==> config.mk <==
export PLATFORM = sky130hd
export DESIGN_NAME = dmsh_ctrl
export DESIGN_NICKNAME = d
export VERILOG_FILES = /design/src/sv/dmsh_pkg.sv /design/src/sv/dmsh_ctrl.sv
export SDC_FILE = /design/constraint.sdc
export NUM_CORES = 1
export LEC_CHECK = 0
export BUFFER_PORTS_ARGS = -buffer_cell sky130_fd_sc_hd__buf_2
export CAP_MARGIN = 10
export CORE_MARGIN = 2
export CORE_UTILIZATION = 30
export CTS_CLUSTER_DIAMETER = 60
export DETAILED_ROUTE_END_ITERATION = 8
export GPL_TIMING_DRIVEN = 0
export PLACE_DENSITY = 0.61
export REMOVE_ABC_BUFFERS = 1
export SYNTH_ARGS = -nofsm -noshare
export SYNTH_HDL_FRONTEND = slang
export SYNTH_SLANG_ARGS = --single-unit
==> constraint.sdc <==
create_clock -name i_clk -period 3.2 [get_ports i_clk]
set_clock_uncertainty 0.15 [all_clocks]
set_input_delay 0.64 -clock i_clk [delete_from_list [all_inputs] [get_ports i_clk]]
set_output_delay 0.64 -clock i_clk [all_outputs]
set_load 0.01 [all_outputs]
==> src/sv/dmsh_pkg.sv <==
// Shared constants, codes, command and status types for the substring hash block.
`default_nettype none

package dmsh_pkg;

    // Default string capacity
    localparam int DEF_MAX_LEN = 1024;

    // First prime lane
    localparam int PA_W = 30;
    localparam logic [PA_W-1:0] PRIME_A = 30'd1000000009;

    // Second prime lane
    localparam int PB_W = 27;
    localparam logic [PB_W-1:0] PRIME_B = 27'd100000007;

    localparam logic [9:0] HASH_BASE   = 10'd1001;
    localparam logic [7:0] CHAR_OFFSET = 8'd96;

    // Barrett reciprocals: floor(2^(2W) / P), W+1 bits wide
    localparam logic [63:0] BAR_A_FULL = (64'd1 << (2 * PA_W)) / 64'(PRIME_A);
    localparam logic [63:0] BAR_B_FULL = (64'd1 << (2 * PB_W)) / 64'(PRIME_B);
    localparam logic [PA_W:0] BAR_M_A = BAR_A_FULL[PA_W:0];
    localparam logic [PB_W:0] BAR_M_B = BAR_B_FULL[PB_W:0];

    // Inverse of the base by Fermat, evaluated at elaboration
    function automatic logic [PA_W-1:0] f_base_inv_a();
        logic [63:0]     acc;
        logic [63:0]     sq;
        logic [PA_W-1:0] e;
        acc = 64'd1;
        sq  = 64'(HASH_BASE);
        e   = PRIME_A - PA_W'(2);
        for (int i = 0; i < PA_W; i++) begin
            if (e[i]) acc = (acc * sq) % 64'(PRIME_A);
            sq = (sq * sq) % 64'(PRIME_A);
        end
        return acc[PA_W-1:0];
    endfunction

    function automatic logic [PB_W-1:0] f_base_inv_b();
        logic [63:0]     acc;
        logic [63:0]     sq;
        logic [PB_W-1:0] e;
        acc = 64'd1;
        sq  = 64'(HASH_BASE);
        e   = PRIME_B - PB_W'(2);
        for (int i = 0; i < PB_W; i++) begin
            if (e[i]) acc = (acc * sq) % 64'(PRIME_B);
            sq = (sq * sq) % 64'(PRIME_B);
        end
        return acc[PB_W-1:0];
    endfunction

    localparam logic [PA_W-1:0] BASE_INV_A = f_base_inv_a();
    localparam logic [PB_W-1:0] BASE_INV_B = f_base_inv_b();

    typedef enum logic [1:0] {
        KIND_CLEAR  = 2'd0,
        KIND_APPEND = 2'd1,
        KIND_QUERY  = 2'd2,
        KIND_NOP    = 2'd3
    } t_kind;

    // Controller to datapath
    typedef struct packed {
        logic accept;
        logic clear;
        logic issue_append;
        logic commit_append;
        logic read_query;
        logic diff_query;
        logic issue_query;
        logic hold_result;
        logic hold_error;
        logic push;
    } t_cmd;

    // Datapath to controller
    typedef struct packed {
        logic  req_valid;
        t_kind kind;
        logic  full;
        logic  range_bad;
        logic  mul_done;
        logic  out_free;
    } t_stat;

endpackage

`default_nettype wire

==> src/sv/dmsh_ctrl.sv <==
// Controller state machine sequencing clear, append and query requests.
`default_nettype none

module dmsh_ctrl (
    input  wire logic            i_clk,
    input  wire logic            i_rst_n,
    input  wire dmsh_pkg::t_stat i_stat,
    output dmsh_pkg::t_cmd       o_cmd,
    output logic                 o_ready
);

    typedef enum logic [7:0] {
        S_IDLE         = 8'b0000_0001,
        S_APPEND_ISSUE = 8'b0000_0010,
        S_APPEND_WAIT  = 8'b0000_0100,
        S_QUERY_READ   = 8'b0000_1000,
        S_QUERY_DIFF   = 8'b0001_0000,
        S_QUERY_ISSUE  = 8'b0010_0000,
        S_QUERY_WAIT   = 8'b0100_0000,
        S_PUSH         = 8'b1000_0000
    } t_state;

    t_state r_state, n_state;

    always_comb begin
        n_state = r_state;
        o_cmd   = '0;
        unique case (r_state)
            S_IDLE: begin
                if (i_stat.req_valid) begin
                    o_cmd.accept = 1'b1;
                    unique case (i_stat.kind)
                        dmsh_pkg::KIND_CLEAR: begin
                            o_cmd.clear = 1'b1;
                        end
                        dmsh_pkg::KIND_APPEND: begin
                            // drop the character when the string is full
                            if (!i_stat.full) n_state = S_APPEND_ISSUE;
                        end
                        dmsh_pkg::KIND_QUERY: begin
                            if (i_stat.range_bad) begin
                                o_cmd.hold_error = 1'b1;
                                n_state          = S_PUSH;
                            end else begin
                                n_state = S_QUERY_READ;
                            end
                        end
                        dmsh_pkg::KIND_NOP: begin
                            n_state = S_IDLE;
                        end
                    endcase
                end
            end
            S_APPEND_ISSUE: begin
                o_cmd.issue_append = 1'b1;
                n_state            = S_APPEND_WAIT;
            end
            S_APPEND_WAIT: begin
                if (i_stat.mul_done) begin
                    o_cmd.commit_append = 1'b1;
                    n_state             = S_IDLE;
                end
            end
            S_QUERY_READ: begin
                o_cmd.read_query = 1'b1;
                n_state          = S_QUERY_DIFF;
            end
            S_QUERY_DIFF: begin
                o_cmd.diff_query = 1'b1;
                n_state          = S_QUERY_ISSUE;
            end
            S_QUERY_ISSUE: begin
                o_cmd.issue_query = 1'b1;
                n_state           = S_QUERY_WAIT;
            end
            S_QUERY_WAIT: begin
                if (i_stat.mul_done) begin
                    o_cmd.hold_result = 1'b1;
                    n_state           = S_PUSH;
                end
            end
            S_PUSH: begin
                // hold until the output slot drains
                if (i_stat.out_free) begin
                    o_cmd.push = 1'b1;
                    n_state    = S_IDLE;
                end
            end
            default: begin
                n_state = S_IDLE;
            end
        endcase
    end

    always_ff @(posedge i_clk) begin
        if (!i_rst_n) begin
            r_state <= S_IDLE;
        end else begin
            r_state <= n_state;
        end
    end

    assign o_ready = (r_state == S_IDLE);

`ifndef ASSERT_OFF
    a_mul_when_waiting: assert property (@(posedge i_clk) disable iff (!i_rst_n)
        i_stat.mul_done |-> (r_state == S_APPEND_WAIT || r_state == S_QUERY_WAIT))
        else $error("multiplier result outside a wait state");

    a_bad_query_push: assert property (@(posedge i_clk) disable iff (!i_rst_n)
        (o_cmd.accept && i_stat.kind == dmsh_pkg::KIND_QUERY && i_stat.range_bad)
        |=> r_state == S_PUSH)
        else $error("bad query did not go straight to the output");
`endif

endmodule

`default_nettype wire
==> results of run 1 <==
-- cells by family (layout without fill, tap and decap cells) --
logic type	after synthesis	count (layout)	synth area share, %
and+or+nand+nor	43	43	49.5
buffers and inverters	6	25	6.34
AOI/OAI and AO/OA	11	11	15.1
DFF	8	8	26.2
xor gates and xnor gates	2	2	2.86
-- cells in the final DEF (no fill, tap or decap), types with 2 or more instances in the layout --
master / Yosys / final
nor2b_1: 4 / 4
nand2_1: 8 / 8
and3_1: 4 / 4
nor4b_2: 2 / 2
and3b_1: 3 / 3
nor3_1: 4 / 4
nor4_1: 3 / 3
dfxtp_1: 8 / 8
inv_1: 3 / 3
nor2_1: 2 / 2
buf_2: 0 / 19
a22oi_2: 2 / 2
clkbuf_4: 0 / 3
-- path summary, 6_finish.rpt --
check | start | endpoint | slack [ns] | depth (start not counted)
worst max-delay path | r_state[2]$_SDFFE_PN0P_ | o_cmd[8] | 0.60 | 5
worst min-delay path | i_stat[5] | r_state[1]$_SDFFE_PN0P_ | 0.45 | 2
worst max register to register | r_state[6]$_SDFFE_PN0P_ | r_state[0]$_SDFFE_PN1P_ | 1.30 | 5
worst min register to register | r_state[7]$_SDFFE_PN0P_ | r_state[7]$_SDFFE_PN0P_ | 0.48 | 2
-- through the flow --
stage	power (mW)	util [%]
3_3_place_gp	0.151	36.7
2_1_floorplan	0.135	-
3_5_place_dp	0.152	36.7
5_1_grt	0.245	37.9
6_report	0.235	37.9
4_1_cts	0.235	37.9
-- synthesized netlist by cell type, drive strengths merged (2+ instances only) --
library cell / number / area share, %
o21ai: 2 / 1.6
nor2b: 4 / 4.1
nand2: 8 / 4.9
buf: 2 / 3.7
a22oi: 2 / 4.1
nor3: 4 / 3.3
and3b: 3 / 4.3
nor2: 2 / 1.2
and4bb: 2 / 4.7
inv: 3 / 1.8
or2: 3 / 3.1
nor4: 4 / 5.1
or4b: 2 / 3.9
dfxtp: 8 / 26
and3: 4 / 4.1
nor4b: 3 / 6.3
-- power groups by stage --
stage          combinational [mW]  clock (mW)  sequential [mW]
5_1_grt                    0.0505      0.0897            0.105
3_3_place_gp               0.0449           0            0.107
4_1_cts                    0.0459      0.0845            0.104
2_1_floorplan              0.0288           0            0.106
3_5_place_dp               0.0457           0            0.107
6_report                   0.0456      0.0845            0.105
-- area by class of cell --
class,count,area [um2]
Clock buffer,3,22.5
Fill cell,212,1210
Inverter,3,11.3
Multi-Input combinational cell,56,413
Sequential cell,8,160
Tap cell,27,33.8
Timing Repair Buffer,19,95.1
-- critical path: stages (launching register included) --
cell      delay [ns]
dfxtp_1         0.37
or2_0           0.32
and4bb_4        0.42
nand2_1         0.11
nor3_1          0.15
buf_2           0.16
-- metal layers --
metal,track usage (%),wire (um),vias up
li1,-,-,301
met1,14.4,623,284
met2,21.4,643,19
met3,2.76,54,5
met4,11.4,55,0
met5,0,0,-
==> impl_metrics.tcl, run 1 <==
set metrics [dict create \
    synth_area_um2 612 \
    p_clk_share_pct 36.0 \
    io_pins 20 \
    dieArea_mm2 0.00242 \
    remaining_drc_errors 0 \
    ir_worst_vdd_uv 113 \
    cts_buffer_depth 2 \
    routed-via-count 609 \
    synth_cell_types 37 \
    post-route-min-period_ns 2.60 \
    fin_nets 100 \
    vias_per_cell 5.25 \
    ys_ff_latch 8 \
    worst_hold_path_type "in2reg" \
    wl_per_cell_um 11.9 \
    holdWs_ns 0.453 \
    yosys_warnings 0 \
    cts_sinks 8 \
    antenna-diode-count 0 \
    dieWidth_um 49.2 \
    synth_ff_type "dfxtp_1" \
    wl_um 1380 \
    fmaxAchievable_mhz 385 \
    tns_ns 0 \
    worstPathRequired_ns 2.41 \
    largest_reg_flops 8 \
    antenna_found_initial 0 \
    cp-end-kind "output pin" \
    cp.arrival_ns 1.81 \
    final_cell_area_um2 736 \
    yosysSeqAreaShare_pct 26.2 \
    seq_power_share_pct 44.6 \
    gp_congestion 0.768 \
    dr.first_iter.drc_count 10 \
    synth_edf_count 0 \
    path_clk_slew_ns 0.06 \
    dpl-instance-area_um2 713 \
    placedCellCount 113 \
    setup_slack_ns 0.600 \
    postCtsSetupBuffers 0 \
    placementRows 16 \
    drive_gt1_share_pct 34.8 \
    place_ws_ns 0.893 \
    p_sw_uw 69.4 \
    cts_resized 0 \
    tritoncts "built" \
    worst_slew_pin_slew_ns 0.468 \
    reg_top3 "r_state (8)" \
    maxSlewHeadroom_pct 68.7 \
    start_util_pct 31.5 \
    first_pass_iters 4 \
    design.core.area_mm2 0.00194 \
    hold_buffers 0 \
    criticalPathCategory "reg2out" \
    async_reset_ff_share_pct 0 \
    status "completed" \
    swShare_pct 29.6 \
    power_frac_comb_pct 19.4 \
    worstPathMaxFanout 7 \
    port_buffers 19 \
    setup_violations 0 \
    rsz0062_at_grt "false" \
    netlist_instances 70 \
    grt_pass1_vias 536 \
    regMostFlops "r_state" \
    powerDensity_mw_per_mm2 319 \
    grt_max_degree 12 \
    root_buffer "clkbuf_4" \
    crit_path_start_kind "register" \
    intPower_uw 165 \
    overflow 0 \
    drtAntennaViolNets 0 \
    finalHoldViolCount 0 \
    fin_crit_sh_pct 81.2 \
    htree_levels 1 \
    grt_pass1_wl_um 2350 \
    maxSlewViolCount 0 \
    grtUsageTotal_pct 13.2 \
    syn_to_final_growth_pct 20.2 \
    fin_cells 116 \
    dieHeight_um 49.2 \
    cts_buffers 3 \
    max_cap_violations 0 \
    p_leak_nw 0.332 \
    hpwl_um 1060 \
    postSynthAreaPerCell_um2 8.74 \
    worstSkewPairLatency_ns 0.27 \
]
Power figures use the tool's default switching activity.
==> run 2: changes to the inputs <==
--- a/config.mk
+++ b/config.mk
@@ -12,7 +12,7 @@
 export CTS_CLUSTER_DIAMETER = 60
 export DETAILED_ROUTE_END_ITERATION = 8
 export GPL_TIMING_DRIVEN = 0
-export PLACE_DENSITY = 0.61
+export PLACE_DENSITY = 0.63
 export REMOVE_ABC_BUFFERS = 1
 export SYNTH_ARGS = -nofsm -noshare
 export SYNTH_HDL_FRONTEND = slang
==> constraint.sdc (replaced) <==
create_clock -name i_clk -period 2.1 [get_ports i_clk]
set_clock_uncertainty 0.15 [all_clocks]
set_input_delay 0.42 -clock i_clk [delete_from_list [all_inputs] [get_ports i_clk]]
set_output_delay 0.42 -clock i_clk [all_outputs]
set_load 0.01 [all_outputs]
==> run 2 against run 1 <==
The flow now finishes with violations (negative setup slack). Register-to-register slack worse by 1.1 ns. Combinational power is 110% higher. Wire length is 21% higher. Clock power is 47% higher. Via count is 7.2% higher. Utilization is 8.1 points higher. Sequential share of layout area is 1.9 points lower. Sequential cell count stayed put. Critical path depth stayed put. Setup slack worse by 0.65 ns. First-iteration DRC count is 10% lower.
==> impl_metrics.tcl, run 2 (synthesis gave the netlist of run 1 again) <==
set metrics [dict create \
    first_pass_iters 4 \
    violations "negative setup slack" \
    tritoncts "built" \
    place_ws_ns 0.0368 \
    root_buffer "clkbuf_4" \
    worst_slew_pin_slew_ns 0.468 \
    largest_reg_flops 8 \
    htree_levels 1 \
    powerDensity_mw_per_mm2 421 \
    wl_um 1660 \
    grt_max_degree 11 \
    holdWs_ns 0.247 \
    fin_crit_sh_pct 102 \
    criticalPathCategory "reg2out" \
    drtAntennaViolNets 0 \
    fmaxAchievable_mhz 465 \
    syn_to_final_growth_pct 46.0 \
    status "complete, but fails checks" \
    routed-via-count 653 \
    worstPathMaxFanout 6 \
    port_buffers 19 \
    grt_pass1_wl_um 2520 \
    dieArea_mm2 0.00242 \
    max_cap_violations 0 \
    fin_cells 124 \
    p_leak_nw 0.415 \
    dieWidth_um 49.2 \
    dieHeight_um 49.2 \
    final_cell_mix "18 x buf_2, 7 x nand2_1, 7 x buf_4, 4 x and3_1, 4 x dfxtp_4" \
    io_pins 20 \
    crit_path_start_kind "register" \
    antenna-diode-count 0 \
    cts_buffer_depth 2 \
    seq_area_um2 178 \
    gp_congestion 0.744 \
    ir_worst_vdd_uv 254 \
    overflow 0 \
    worst_r2r_path_depth 6 \
    hold_buffers 0 \
    cts_sinks 8 \
    setup_slack_ns -0.0492 \
    cts_buffers 3 \
    maxSlewViolCount 0 \
    worst_hold_path_type "in2reg" \
    finalHoldViolCount 0 \
    hold_path_depth 2 \
    grt_pass1_vias 567 \
    worstSkewPairLatency_ns 0.26 \
    grtUsageTotal_pct 13.8 \
    placedCellCount 113 \
    placementRows 16 \
    antenna_found_initial 0 \
    cp-end-kind "output pin" \
    fillCellCount 195 \
    final_common_cell "buf_2" \
    setup_violations 2 \
    remaining_drc_errors 0 \
    multi_input_area_um2 483 \
    reg_top3 "r_state (8)" \
    fin_nets 108 \
    maxSlewHeadroom_pct 68.6 \
    wl_per_cell_um 13.4 \
    cp.arrival_ns 1.58 \
    dr.first_iter.drc_count 9 \
    post-route-min-period_ns 2.15 \
    rrSetupSlack_ns 0.24 \
    regMostFlops "r_state" \
    path_clk_slew_ns 0.06 \
    vias_per_cell 5.27 \
    hpwl_um 1030 \
    drive_gt1_share_pct 54.6 \
    rsz0062_at_grt "true" \
    worstPathRequired_ns 1.53 \
    start_util_pct 31.5 \
    design.core.area_mm2 0.00194 \
]
run 2: cell count changes in the layout (fill, tap and decap cells not counted), sizes merged:
cell | previous run | this run
buf | 19 | 27
run 2: layer usage:
layer	track usage [%]	up-vias	wire length [um]
met5	0	-	0
met4	10.0	0	21
met3	3.07	2	102
met2	21.6	23	824
met1	16.4	311	711
li1	-	317	-
run 2: cell type report:
class | count | share of cell area [%]
flip-flops and latches | 8 | 19.9
well taps | 27 | 3.78
multi-input cells | 56 | 54.1
clock buffers | 3 | 2.52
inverters | 3 | 1.26
repair buffers | 27 | 18.5
run 2: report_power, final:
part           total [mW]  internal [mW]  leakage, nW  switching [mW]
registers           0.155          0.150       0.0690         0.00474
logic              0.0978         0.0484        0.333          0.0495
clock network       0.124         0.0658       0.0138          0.0579
total               0.376          0.264        0.415           0.112
run 2: per-stage QoR:
step	cell area [um2]	TNS [ns]	utilization, %	total power [mW]
2_1_floorplan	584	0	-	0.205
3_3_place_gp	713	0	36.7	0.231
3_5_place_dp	713	0	36.7	0.233
4_1_cts	808	0	41.6	0.362
5_1_grt	893	-0.547	46.0	0.398
6_report	893	-0.0802	46.0	0.376
run 2: worst paths after layout:
kind,start,endpoint
setup / recovery,r_state[4]$_SDFFE_PN0P_,o_cmd[0]
hold / removal,i_stat[5],r_state[1]$_SDFFE_PN0P_
setup reg to reg,r_state[6]$_SDFFE_PN0P_,r_state[0]$_SDFFE_PN1P_
hold reg to reg,r_state[7]$_SDFFE_PN0P_,r_state[7]$_SDFFE_PN0P_
run 2: worst max-delay path, stage by stage, from the launching register on:
cell,delay [ns]
dfxtp_4,0.36
nor4_4,0.31
buf_4,0.18
nand2b_4,0.07
nor4b_4,0.24
buf_2,0.16
run 2: what timing repair did:
item	CTS	global route
pin swaps	3	3
cloned	0	0
buffers inserted	4	4
resized for setup	14	11
setup endpoints to repair	7	9
